## config.mk

```make
export PLATFORM = sky130hd
export DESIGN_NAME = eight_bit_cpu_execute_unit
export DESIGN_NICKNAME = d
export VERILOG_FILES = /design/src/design/cpu8eu_pkg.sv /design/src/design/eight_bit_cpu_execute_unit.sv /design/src/design/cpu8eu_alu.sv
export VERILOG_INCLUDE_DIRS = /design/src /design/src/design
export SDC_FILE = /design/constraint.sdc
export NUM_CORES = 1
export LEC_CHECK = 0
export BUFFER_PORTS_ARGS = -buffer_cell sky130_fd_sc_hd__clkbuf_2
export CAP_MARGIN = 20
export CORE_MARGIN = 1.5
export CORE_UTILIZATION = 64
export CTS_CLUSTER_SIZE = 28
export DETAILED_ROUTE_END_ITERATION = 8
export PLACE_DENSITY = 0.82
export SYNTH_ARGS = -nofsm -noshare
export SYNTH_HDL_FRONTEND = slang
export SYNTH_SLANG_ARGS = --single-unit
```

## constraint.sdc

```tcl
create_clock -name clk -period 9.9 [get_ports clk]
set_input_delay 1.98 -clock clk [delete_from_list [all_inputs] [get_ports clk]]
set_output_delay 1.98 -clock clk [all_outputs]
set_load 0.02 [all_outputs]
```

## src/design/eight_bit_cpu_execute_unit_macros.svh

```systemverilog
// Assertion macros shared by the execute unit.
`ifndef EIGHT_BIT_CPU_EXECUTE_UNIT_MACROS_SVH
`define EIGHT_BIT_CPU_EXECUTE_UNIT_MACROS_SVH
`ifndef ASSERT_OFF
`define ASSERT_ALWAYS(label, cond) \
    label: assert property (@(posedge clk) disable iff (!rst_n) (cond)) \
        else $error("execute unit assertion failed");
`define ASSERT_NEXT(label, ante, cons) \
    label: assert property (@(posedge clk) disable iff (!rst_n) (ante) |=> (cons)) \
        else $error("execute unit assertion failed");
`else
`define ASSERT_ALWAYS(label, cond)
`define ASSERT_NEXT(label, ante, cons)
`endif
`endif

```

## src/design/cpu8eu_pkg.sv

```systemverilog
// Types, opcodes and widths of the eight-bit execute unit.
package cpu8eu_pkg;

    localparam int DATA_WORDS_DEF  = 2048;
    localparam int REG_COUNT_DEF   = 64;
    localparam int INSTR_WORDS_DEF = 1024;

    localparam int WORD_W     = 16;
    localparam int PC_W       = 10;
    localparam int DATA_W     = 8;
    localparam int RIDX_W     = 6;
    localparam int FIELD_W    = 6;
    // Non-negative data addresses a 6-bit signed immediate can reach
    localparam int IMM_SPAN   = 32;
    localparam int IMM_AW     = 5;
    localparam int WRAP_W     = 18;
    localparam int WRAP_STEPS = 6;
    localparam int S_TDATA_W  = 32;
    localparam int M_TDATA_W  = 32;

    localparam logic [3:0] OP_ADD  = 4'd0;
    localparam logic [3:0] OP_SUB  = 4'd1;
    localparam logic [3:0] OP_MUL  = 4'd2;
    localparam logic [3:0] OP_LDI  = 4'd3;
    localparam logic [3:0] OP_BEQZ = 4'd4;
    localparam logic [3:0] OP_AND  = 4'd5;
    localparam logic [3:0] OP_OR   = 4'd6;
    localparam logic [3:0] OP_JR   = 4'd7;
    localparam logic [3:0] OP_SLC  = 4'd8;
    localparam logic [3:0] OP_SRC  = 4'd9;
    localparam logic [3:0] OP_LB   = 4'd10;
    localparam logic [3:0] OP_SB   = 4'd11;
    localparam logic [3:0] OP_NOP  = 4'd12;
    localparam logic [3:0] OP_HALT = 4'd13;

    typedef struct packed {
        logic z;
        logic s;
        logic n;
        logic v;
        logic c;
    } flags_t;

    typedef struct packed {
        logic [WORD_W-1:0] word;
        logic [PC_W-1:0]   addr;
        logic [DATA_W-1:0] a;
        logic [DATA_W-1:0] b;
        logic [DATA_W-1:0] mdata;
        flags_t            flags;
    } alu_in_t;

    typedef struct packed {
        logic              wr;
        logic [RIDX_W-1:0] idx;
        logic [DATA_W-1:0] val;
        flags_t            flags;
        logic              redirect;
        logic [PC_W-1:0]   target;
        logic              halt;
        logic              mem_we;
        logic [IMM_AW-1:0] mem_addr;
    } alu_out_t;

endpackage

```

## src/design/eight_bit_cpu_execute_unit.sv

```systemverilog
// Top level of the eight-bit execute unit: register file, data memory and pipeline control.
//
//  channel  dir  tdata fields, lowest bit up
//  s_*      in   instr_word[15:0] instr_address[25:16], zero [31:26]
//  m_*      out  reg_write reg_index reg_value zero sign negative overflow carry
//                redirect redirect_target halted (32 bits)
//
// One instruction per clock while the output is not stalled: an instruction reads the
// register file and data memory in the cycle it is transferred, executes in the next,
// and writes back and loads its result into the output register when it advances.
// Write-back to the instruction right behind is forwarded around the memory read.
// Reset clears valid bits of every register and of the 32 reachable data words at
// once, so no clearing pass is needed. A stalled output holds the execute stage,
// which holds s_tready low only when both stages are full.
`include "eight_bit_cpu_execute_unit_macros.svh"
module eight_bit_cpu_execute_unit
    import cpu8eu_pkg::*;
#(
    parameter int DATA_WORDS  = DATA_WORDS_DEF,
    parameter int REG_COUNT   = REG_COUNT_DEF,
    parameter int INSTR_WORDS = INSTR_WORDS_DEF
)(
    input  logic                 clk,
    input  logic                 rst_n,
    input  logic                 s_tvalid,
    output logic                 s_tready,
    input  logic [S_TDATA_W-1:0] s_tdata,  // instr_word, instr_address, zero pad
    output logic                 m_tvalid,
    input  logic                 m_tready,
    output logic [M_TDATA_W-1:0] m_tdata   // reg_write, reg_index, reg_value, flag_zero,
                                           // flag_sign, flag_negative, flag_overflow,
                                           // flag_carry, redirect, redirect_target, halted
);

    localparam int RF_AW      = $clog2(REG_COUNT);
    localparam int DMEM_DEPTH = (DATA_WORDS < IMM_SPAN) ? DATA_WORDS : IMM_SPAN;
    localparam int DM_AW      = $clog2(DMEM_DEPTH);

    logic [DATA_W-1:0] rf_mem [REG_COUNT];
    logic [DATA_W-1:0] dm_mem [DMEM_DEPTH];

    logic [REG_COUNT-1:0]  rf_valid_reg;
    logic [DMEM_DEPTH-1:0] dm_valid_reg;
    flags_t                flags_reg;

    logic                  s1_valid_reg;
    logic [WORD_W-1:0]     s1_word_reg;
    logic [PC_W-1:0]       s1_addr_reg;
    logic [DATA_W-1:0]     ra_reg;
    logic [DATA_W-1:0]     rb_reg;
    logic [DATA_W-1:0]     md_reg;
    logic                  a_ok_reg, b_ok_reg, m_ok_reg;
    logic                  a_fwd_reg, b_fwd_reg, m_fwd_reg;
    logic [DATA_W-1:0]     a_fval_reg, b_fval_reg, m_fval_reg;

    logic                  out_valid_reg;
    logic [M_TDATA_W-1:0]  out_data_reg;

    logic [WORD_W-1:0]     in_word;
    logic [PC_W-1:0]       in_addr;
    logic [RF_AW-1:0]      in_r1;
    logic [RF_AW-1:0]      in_r2;
    logic [DM_AW-1:0]      in_ma;
    logic                  s_accept;
    logic                  advance;
    logic [RF_AW-1:0]      wr_idx;
    logic [DM_AW-1:0]      wr_ma;
    logic [DATA_W-1:0]     op_a;
    logic [DATA_W-1:0]     op_b;
    logic [DATA_W-1:0]     op_m;
    alu_in_t               alu_in;
    alu_out_t              alu_res;
    logic [M_TDATA_W-1:0]  out_data_next;

    assign in_word  = s_tdata[WORD_W-1:0];
    assign in_addr  = s_tdata[WORD_W+PC_W-1:WORD_W];
    assign in_r1    = in_word[6+RF_AW-1:6];
    assign in_r2    = in_word[RF_AW-1:0];
    assign in_ma    = in_word[DM_AW-1:0];
    assign wr_idx   = alu_res.idx[RF_AW-1:0];
    assign wr_ma    = alu_res.mem_addr[DM_AW-1:0];

    assign advance  = s1_valid_reg && (!out_valid_reg || m_tready);
    assign s_tready = !s1_valid_reg || advance;
    assign s_accept = s_tvalid && s_tready;

    // Forwarded value first, then stored word, unwritten entries read as zero
    assign op_a = a_fwd_reg ? a_fval_reg : (a_ok_reg ? ra_reg : '0);
    assign op_b = b_fwd_reg ? b_fval_reg : (b_ok_reg ? rb_reg : '0);
    assign op_m = m_fwd_reg ? m_fval_reg : (m_ok_reg ? md_reg : '0);

    assign alu_in = '{word: s1_word_reg, addr: s1_addr_reg, a: op_a, b: op_b,
                      mdata: op_m, flags: flags_reg};

    cpu8eu_alu #(
        .DATA_WORDS  (DATA_WORDS),
        .INSTR_WORDS (INSTR_WORDS)
    ) u_alu (
        .op_in (alu_in),
        .res   (alu_res)
    );

    assign out_data_next = {alu_res.halt, alu_res.target, alu_res.redirect,
                            alu_res.flags.c, alu_res.flags.v, alu_res.flags.n,
                            alu_res.flags.s, alu_res.flags.z,
                            alu_res.val, alu_res.idx, alu_res.wr};

    // Register file and data memory: read on transfer, write back on advance
    always_ff @(posedge clk)
    begin
        if (s_accept)
        begin
            ra_reg <= rf_mem[in_r1];
            rb_reg <= rf_mem[in_r2];
            md_reg <= dm_mem[in_ma];
        end
        if (advance && alu_res.wr)
        begin
            rf_mem[wr_idx] <= alu_res.val;
        end
        if (advance && alu_res.mem_we)
        begin
            dm_mem[wr_ma] <= op_a;
        end
    end

    always_ff @(posedge clk)
    begin
        if (s_accept)
        begin
            s1_word_reg <= in_word;
            s1_addr_reg <= in_addr;
            a_ok_reg    <= rf_valid_reg[in_r1];
            b_ok_reg    <= rf_valid_reg[in_r2];
            m_ok_reg    <= dm_valid_reg[in_ma];
            a_fwd_reg   <= advance && alu_res.wr && (wr_idx == in_r1);
            b_fwd_reg   <= advance && alu_res.wr && (wr_idx == in_r2);
            m_fwd_reg   <= advance && alu_res.mem_we && (wr_ma == in_ma);
            a_fval_reg  <= alu_res.val;
            b_fval_reg  <= alu_res.val;
            m_fval_reg  <= op_a;
        end
        if (advance)
        begin
            out_data_reg <= out_data_next;
        end
    end

    always_ff @(posedge clk or negedge rst_n)
    begin
        if (!rst_n)
        begin
            s1_valid_reg  <= 1'b0;
            out_valid_reg <= 1'b0;
            rf_valid_reg  <= '0;
            dm_valid_reg  <= '0;
            flags_reg     <= '0;
        end
        else
        begin
            if (s_accept)
            begin
                s1_valid_reg <= 1'b1;
            end
            else if (advance)
            begin
                s1_valid_reg <= 1'b0;
            end
            if (advance)
            begin
                out_valid_reg <= 1'b1;
                flags_reg     <= alu_res.flags;
            end
            else if (m_tready)
            begin
                out_valid_reg <= 1'b0;
            end
            if (advance && alu_res.wr)
            begin
                rf_valid_reg[wr_idx] <= 1'b1;
            end
            if (advance && alu_res.mem_we)
            begin
                dm_valid_reg[wr_ma] <= 1'b1;
            end
        end
    end

    assign m_tvalid = out_valid_reg;
    assign m_tdata  = out_data_reg;

    `ASSERT_ALWAYS(a_stall_only_full, !s_tready |-> (s1_valid_reg && out_valid_reg && !m_tready))
    `ASSERT_NEXT(a_transfer_fills, s_accept, s1_valid_reg)
    `ASSERT_ALWAYS(a_halt_clean, (m_tvalid && m_tdata[31]) |-> (!m_tdata[0] && !m_tdata[20]))
    `ASSERT_NEXT(a_wb_marks_valid, advance && alu_res.wr, rf_valid_reg[$past(wr_idx)])

endmodule

```

## src/design/cpu8eu_alu.sv

```systemverilog
// Decode and execute datapath of the eight-bit execute unit.
module cpu8eu_alu
    import cpu8eu_pkg::*;
#(
    parameter int DATA_WORDS  = DATA_WORDS_DEF,
    parameter int INSTR_WORDS = INSTR_WORDS_DEF
)(
    input  alu_in_t  op_in,
    output alu_out_t res
);

    logic [3:0]          op;
    logic [FIELD_W-1:0]  r1;
    logic [FIELD_W-1:0]  r2;
    logic [DATA_W-1:0]   a;
    logic [DATA_W-1:0]   b;
    logic [DATA_W-1:0]   simm8;
    logic [DATA_W:0]     sum9;
    logic [DATA_W-1:0]   diff;
    logic [2*DATA_W-1:0] prod;
    logic [2*DATA_W-1:0] rot_l;
    logic [2*DATA_W-1:0] rot_r;
    logic                mem_ok;
    logic [WRAP_W-1:0]   beqz_pos;
    logic [PC_W-1:0]     beqz_tgt;
    logic [PC_W-1:0]     jr_tgt;
    logic [DATA_W-1:0]   val;
    logic                nz_upd;

    // Restoring reduction modulo INSTR_WORDS of a non-negative value
    function automatic logic [PC_W-1:0] wrap_pc(input logic [WRAP_W-1:0] v);
        logic [WRAP_W-1:0] r;
        r = v;
        for (int k = WRAP_STEPS - 1; k >= 0; k--) begin
            if (r >= (WRAP_W'(INSTR_WORDS) << k))
            begin
                r = r - (WRAP_W'(INSTR_WORDS) << k);
            end
        end
        return r[PC_W-1:0];
    endfunction

    assign op    = op_in.word[15:12];
    assign r1    = op_in.word[11:6];
    assign r2    = op_in.word[5:0];
    assign a     = op_in.a;
    assign b     = op_in.b;
    assign simm8 = {{(DATA_W - FIELD_W){r2[FIELD_W-1]}}, r2};
    assign sum9  = {1'b0, a} + {1'b0, b};
    assign diff  = a - b;
    assign prod  = a * b;
    assign rot_l = {a, a} << r2[2:0];
    assign rot_r = {a, a} >> r2[2:0];

    assign mem_ok = !r2[FIELD_W-1] && (32'(r2[IMM_AW-1:0]) < DATA_WORDS);

    // Offset by INSTR_WORDS keeps the sum non-negative; r2 ^ 0x20 is imm + 32
    assign beqz_pos = WRAP_W'(op_in.addr) + WRAP_W'(1) + WRAP_W'(INSTR_WORDS)
                    - WRAP_W'(IMM_SPAN) + WRAP_W'(r2 ^ 6'b100000);
    assign beqz_tgt = wrap_pc(beqz_pos);
    assign jr_tgt   = wrap_pc(WRAP_W'(a));

    always_comb
    begin
        res          = '0;
        res.flags    = op_in.flags;
        res.mem_addr = r2[IMM_AW-1:0];
        val          = '0;
        nz_upd       = 1'b0;
        case (op)
            OP_ADD:
            begin
                val         = sum9[DATA_W-1:0];
                res.wr      = 1'b1;
                nz_upd      = 1'b1;
                res.flags.c = sum9[DATA_W];
                res.flags.v = (a[7] ^ val[7]) & (b[7] ^ val[7]);
            end
            OP_SUB:
            begin
                val         = diff;
                res.wr      = 1'b1;
                nz_upd      = 1'b1;
                res.flags.v = (a[7] ^ b[7]) & (a[7] ^ val[7]);
            end
            OP_MUL:
            begin
                val    = prod[DATA_W-1:0];
                res.wr = 1'b1;
                nz_upd = 1'b1;
            end
            OP_LDI:
            begin
                val    = simm8;
                res.wr = 1'b1;
            end
            OP_BEQZ:
            begin
                if (a == '0)
                begin
                    res.redirect = 1'b1;
                    res.target   = beqz_tgt;
                end
            end
            OP_AND:
            begin
                val    = a & b;
                res.wr = 1'b1;
                nz_upd = 1'b1;
            end
            OP_OR:
            begin
                val    = a | b;
                res.wr = 1'b1;
                nz_upd = 1'b1;
            end
            OP_JR:
            begin
                res.redirect = 1'b1;
                res.target   = jr_tgt;
            end
            OP_SLC:
            begin
                val    = rot_l[2*DATA_W-1:DATA_W];
                res.wr = 1'b1;
                nz_upd = 1'b1;
            end
            OP_SRC:
            begin
                val    = rot_r[DATA_W-1:0];
                res.wr = 1'b1;
                nz_upd = 1'b1;
            end
            OP_LB:
            begin
                val    = mem_ok ? op_in.mdata : '0;
                res.wr = 1'b1;
            end
            OP_SB:
            begin
                res.mem_we = mem_ok;
            end
            OP_HALT:
            begin
                res.halt = 1'b1;
            end
            default:
            begin
                res.halt = 1'b0;
            end
        endcase
        if (nz_upd)
        begin
            res.flags.n = val[7];
            res.flags.z = (val == '0);
        end
        if (op == OP_ADD || op == OP_SUB)
        begin
            res.flags.s = res.flags.n ^ res.flags.v;
        end
        if (res.wr)
        begin
            res.idx = r1;
            res.val = val;
        end
    end

endmodule

```

# Yosys cells after proc, flatten, opt, wreduce, memory -nomap -nowiden
# Memory sizes are Yosys's and may differ from the RTL's. A register that Yosys moved wholly into a read port is not among the register bits.
# Index checks and enable logic that the tools add are counted.
[totals]
regBits = 183
ram_bits = 768
elab_cells = 143
output_inout_bits = 34
memories = 2
[memory_table]
columns = ["memory", "depth", "word_bits", "rd", "rd_clocked_by_memory_dff", "wr", "line", "source"]
rows = [
  ["rf_mem", 64, 8, 2, 2, 1, "eight_bit_cpu_execute_unit.sv:39", "logic [DATA_W-1:0] rf_mem [REG_COUNT];"],
  ["dm_mem", 32, 8, 1, 1, 1, "eight_bit_cpu_execute_unit.sv:40", "logic [DATA_W-1:0] dm_mem [DMEM_DEPTH];"],
]
[op_classes]
reduce_logical = 22
shifts = 2
magnitude_cmp = 13
n_eq_ne = 15
bitwise = 12
multipliers = 1
n_mux = 44
n_addsub = 12
[ops]
columns = ["operator", "n"]
rows = [
  ["$mux 18", 5],
  ["$pmux 8 s9", 1],
  ["$or 64x64->64", 1],
  ["$mux 8", 7],
  ["$or 32x32->32", 1],
  ["$pmux 11 s2", 1],
  ["$lt 6x7->1 const B", 3],
  ["$mux 1", 21],
  ["$eq 4x4->1 const B", 5],
  ["$add 18x11->18 const B", 1],
  ["$add 18x6->18", 1],
  ["$ge 18x11->1 const B", 1],
  ["$ge 18x12->1 const B", 1],
  ["$ge 18x13->1 const B", 1],
  ["$ge 18x14->1 const B", 1],
  ["$ge 18x15->1 const B", 1],
  ["$ge 18x16->1 const B", 1],
  ["$sub 18x12->18 const B", 1],
  ["$sub 18x13->18 const B", 1],
  ["$sub 18x14->18 const B", 1],
  ["$sub 18x15->18 const B", 1],
  ["$sub 18x16->18 const B", 1],
  ["$sub 18x6->18 const B", 1],
  ["$eq 4x3->1 const B", 4],
  ["35 further kinds", 58],
]

# Logic depth before layout (Yosys ltp)
[logic_depth]
depth_word = 18
depth_mapped = 23
mapped_depth_nobuf = 21

# Hierarchy
# Synthesis repeated with hierarchy kept, for this count alone.
[hier_totals]
cells_unflattened = 2640
area_unflattened_um2 = 45787.7
[modules_own_cells]
columns = ["mod", "instances", "seq_area_each_um2", "area_each_um2", "cells_per_inst"]
rows = [
  ["eight_bit_cpu_execute_unit", 1, 28762.6, 42271.8, 2168],
  ["cpu8eu_alu", 1, 0.0, 3515.9, 472],
]

# Worst setup path after synthesis
# OpenSTA, ideal clock, no wires.
[synth_path]
kind = "flip-flop to flip-flop"
from = "register a_fwd_reg"
to = "register out_data_reg[15], in the netlist m_tdata[15], data pin"
t_required_ns = 9.772
synth_period_minus_slack_ns = 6.140
arrival_ns = 6.011
path_buffers = 1
setup_slack_ns = 3.760
stages_incl_launch_ff = 21
setup_ns = 0.128
path_cell_list = "edfxtp_1 buf_6 nand3b_1 nand2_1 ha_1 inv_1 fa_1 inv_1 ha_1 inv_1 fa_1 fa_1 inv_1 ha_1 xnor2_1 a222oi_1 o21ai_0 nand4b_1 nor4_1 and3_1 a21o_1"
[synth_rtl]
columns = ["element", "line", "source"]
rows = [
  ["start: declaration", "eight_bit_cpu_execute_unit.sv:53", "logic a_fwd_reg, b_fwd_reg, m_fwd_reg;"],
  ["start signal: assignment", "eight_bit_cpu_execute_unit.sv:136", "a_fwd_reg <= advance && alu_res.wr && (wr_idx == in_r1);"],
  ["end signal: assignment", "eight_bit_cpu_execute_unit.sv:145", "out_data_reg <= out_data_next;"],
  ["end: declaration", "eight_bit_cpu_execute_unit.sv:57", "logic [M_TDATA_W-1:0] out_data_reg;"],
]

==> reports/results.tsv <==
stage	metric	value	unit
timing	rsz0062_at_grt	false	
critical_path	critPathSlowestCell	edfxtp_1	
synthesis	synth_warnings	0	
timing	drv_slew	0	
pwr	p_leak	17.1	nW
global_routing	grt_usage	0.327	
critical_path	start_kind	flip-flop	
floorplan	die_w	269	µm
synthesis	synth_top_area_share	0.578	
route	ant_nets	0	
timing	tightestPinTransition	1.24	ns
clocking	cts_sinks	975	
synthesis	synth_commonest_cells	872 x edfxtp_1, 481 x mux4_2, 172 x nor2_1	
timing	tns	0	ns
floorplan	fp.dieH	269	µm
pwr	p_per_area	190	nW/µm²
critical_path	critPathRequiredTime	10.41	ns
route	met3_length	11400	µm
timing	hold_slack	0.464	ns
clocking	ctsResizeCount	0	
synthesis	syn_inst	2379	
floorplan	row_count	97	
timing	maxClockFrequency	0.147	GHz
route	met2_length	58200	µm
clocking	cts_max_path_buffers	3	
global_routing	grt_pass1_wl	173000	µm
critical_path	arrival	7.33	ns
synthesis	synth_cell_types	78	
route	wirelength	116000	µm
clocking	postCtsSetupRepairBufs	0	
timing	slew-limit-headroom	0.173	
critical_path	endpoint_kind	flip-flop	
pwr	peakVddDrop	0.000171	V
route	routedWlPerCell	33.5	µm
synthesis	synthArstFlopShare	0.106	
route	viasPerCell	7.26	
synthesis	syn-num-nets	2484	
clocking	cts_tree	built	
clocking	cts_hold_buf	0	
hold_path	hold_path_class	reg -> reg	
global_routing	grt_pass1_vias	26100	
final_layout	area_delta_synth_final	9.66	%
critical_path	path_max_fanout	67	
synthesis	ys_top_cells_by_area	edfxtp_1 58%, mux4_2 24%, dfrtp_1 5.7%	
route	drt_iter0_drc	3682	
final_layout	nNetsFinal	2543	
final_layout	largest_reg_flops	512	
placement	io_buffers	63	
floorplan	core	70000	µm²
run_status	status	complete, no violations	
placement	dpl.hpwl	69300	µm
synthesis	synth-edff-count	872	
clocking	clk_pin_slew	0.06	ns
route	vias	25100	
timing	setup_viol	0	
timing	timing.final.crit_share	0.689	
clocking	cts_made_buffers	94	
route	top_layer	met5	
critical_path	crit_type	reg -> reg	
floorplan	start_util	0.647	
global_routing	grt.overflow.total	0	
route	wl_met1	40800	µm
synthesis	ys.flop_type	edfxtp_1	
clocking	cts-root-buf	clkbuf_16	
timing	fin_worst_skew	0.0337	ns
synthesis	seq_area_frac_synth	0.634	
floorplan	die_area	72400	µm²
critical_path	cpPeakStageDelay	0.76	ns
route	drc	0	
synthesis	syn_area_per_cell	19.1	µm²
timing	hold_violations	0	
job	maxCapViolCount	0	
clocking	cts_max_level	3	
floorplan	io_pins	70	
placement	gp_congestion	0.946	
synthesis	syn_area	45300	µm²
route	dr.pass1.iters	6	
clocking	clk_latency	0.66	ns
final_layout	drive_above_1_share	0.342	
critical_path	critical_path_buf_inv_count	3	
global_routing	antenna_found_initial	6	
critical_path	crit_chain	nand3b_1 -> nand2_2 -> ha_1 -> fa_1 -> fa_1 -> ha_1 -> inv_1 -> fa_1 -> inv_1 -> ha_1 -> xor2_1 -> a222oi_1 -> o22ai_1 -> a2111oi_0 -> o21ai_4 -> buf_4 -> nor4_1 -> and3_1 -> a21o_1	
global_routing	grt_max_degree	138	
critical_path	cp_top_family	adder cells	
timing	min_period	6.82	ns
synthesis	ys_seq_elements	975	
synthesis	post-synth-top-count-cell	edfxtp_1	
synthesis	synth_area_leader_cell	edfxtp_1	
cell usage in the layout, fill, tap and decap left out, types with 6 or more instances in the layout:
cell type / count
a21o_1: 8
a21oi_1: 28
a22oi_1: 12
buf_4: 31
buf_6: 14
clkbuf_1: 18
clkbuf_16: 96
clkbuf_2: 55
clkbuf_8: 9
clkinv_1: 23
clkinv_2: 15
clkinvlp_4: 6
dfrtp_1: 103
edfxtp_1: 872
fa_1: 15
ha_1: 54
inv_1: 53
inv_2: 10
mux2_2: 10
mux2i_1: 8
mux4_2: 481
nand2_1: 68
nand2_2: 6
nand2b_1: 11
nand3_1: 16
nand3b_1: 11
nor2_1: 172
nor2b_1: 6
nor3_1: 6
nor4_1: 6
o21ai_0: 19
o22ai_1: 14
or2_1: 14
or2_2: 85
or3_1: 8
xnor2_1: 30
xor2_1: 16
layout make-up:
type | count | area [µm²]
Timing Repair Buffer | 108 | 781
Clock inverter | 53 | 419
Tap cell | 940 | 1180
Inverter | 67 | 262
Antenna cell | 3 | 7.51
Clock buffer | 123 | 2590
Sequential cell | 975 | 28800
Fill cell | 4031 | 20300
Multi-Input combinational cell | 1192 | 15700
metrics by stage:
step / std cells / area [µm²] / util / power (mW) / setup slack, ns
final: 3461 / 49700 / 0.710 / 9.46 / 3.08
after global routing: 3459 / 49700 / 0.710 / 9.69 / 2.74
after CTS: 3444 / 49600 / 0.708 / 9.45 / 3.13
after detailed placement: 3268 / 46600 / 0.665 / 5.99 / 3.12
after global placement: 3262 / 46500 / 0.664 / 5.94 / 3.38
after floorplan: 2379 / 45300 / - / 5.62 / 3.76
worst paths after layout:
check | startpoint | end | slack (ns) | cells after the start
max | a_fwd_reg$_DFFE_PP_ | m_tdata[15]$_DFFE_PP_ | 3.08 | 19
min | dm_valid_reg[30]$_DFFE_PN0P_ | dm_valid_reg[30]$_DFFE_PN0P_ | 0.46 | 1
max reg2reg | a_fwd_reg$_DFFE_PP_ | m_tdata[15]$_DFFE_PP_ | 3.08 | 19
min reg2reg | dm_valid_reg[30]$_DFFE_PN0P_ | dm_valid_reg[30]$_DFFE_PN0P_ | 0.46 | 1
max in group asynchronous | rst_n | rf_valid_reg[38]$_DFFE_PN0P_ | 7.20 | 2
min in group asynchronous | rst_n | alu_in[3]$_DFFE_PN0P_ | 1.43 | 1
report_power, final:
part | total [mW] | internal (mW) | switching (mW)
combinational | 1.13 | 0.436 | 0.691
clock | 3.52 | 1.96 | 1.56
sequential | 4.81 | 4.73 | 0.0776
routing by layer:
| layer | up-vias | GRT usage |
|---|---|---|
| met3 | 354 | 0.0698 |
| met1 | 13200 | 0.437 |
| li1 | 9895 | - |
| met2 | 1698 | 0.530 |
| met4 | 8 | 0.138 |
| met5 | - | 0 |
logic make-up after synthesis:
family	share of synthesized area
mux	0.244
fa+ha+maj	0.0215
simple gates	0.0479
buf+inv	0.0198
flops	0.634
compound gates	0.0220
xor+xnor	0.0109
Power figures use the tool's default switching activity.
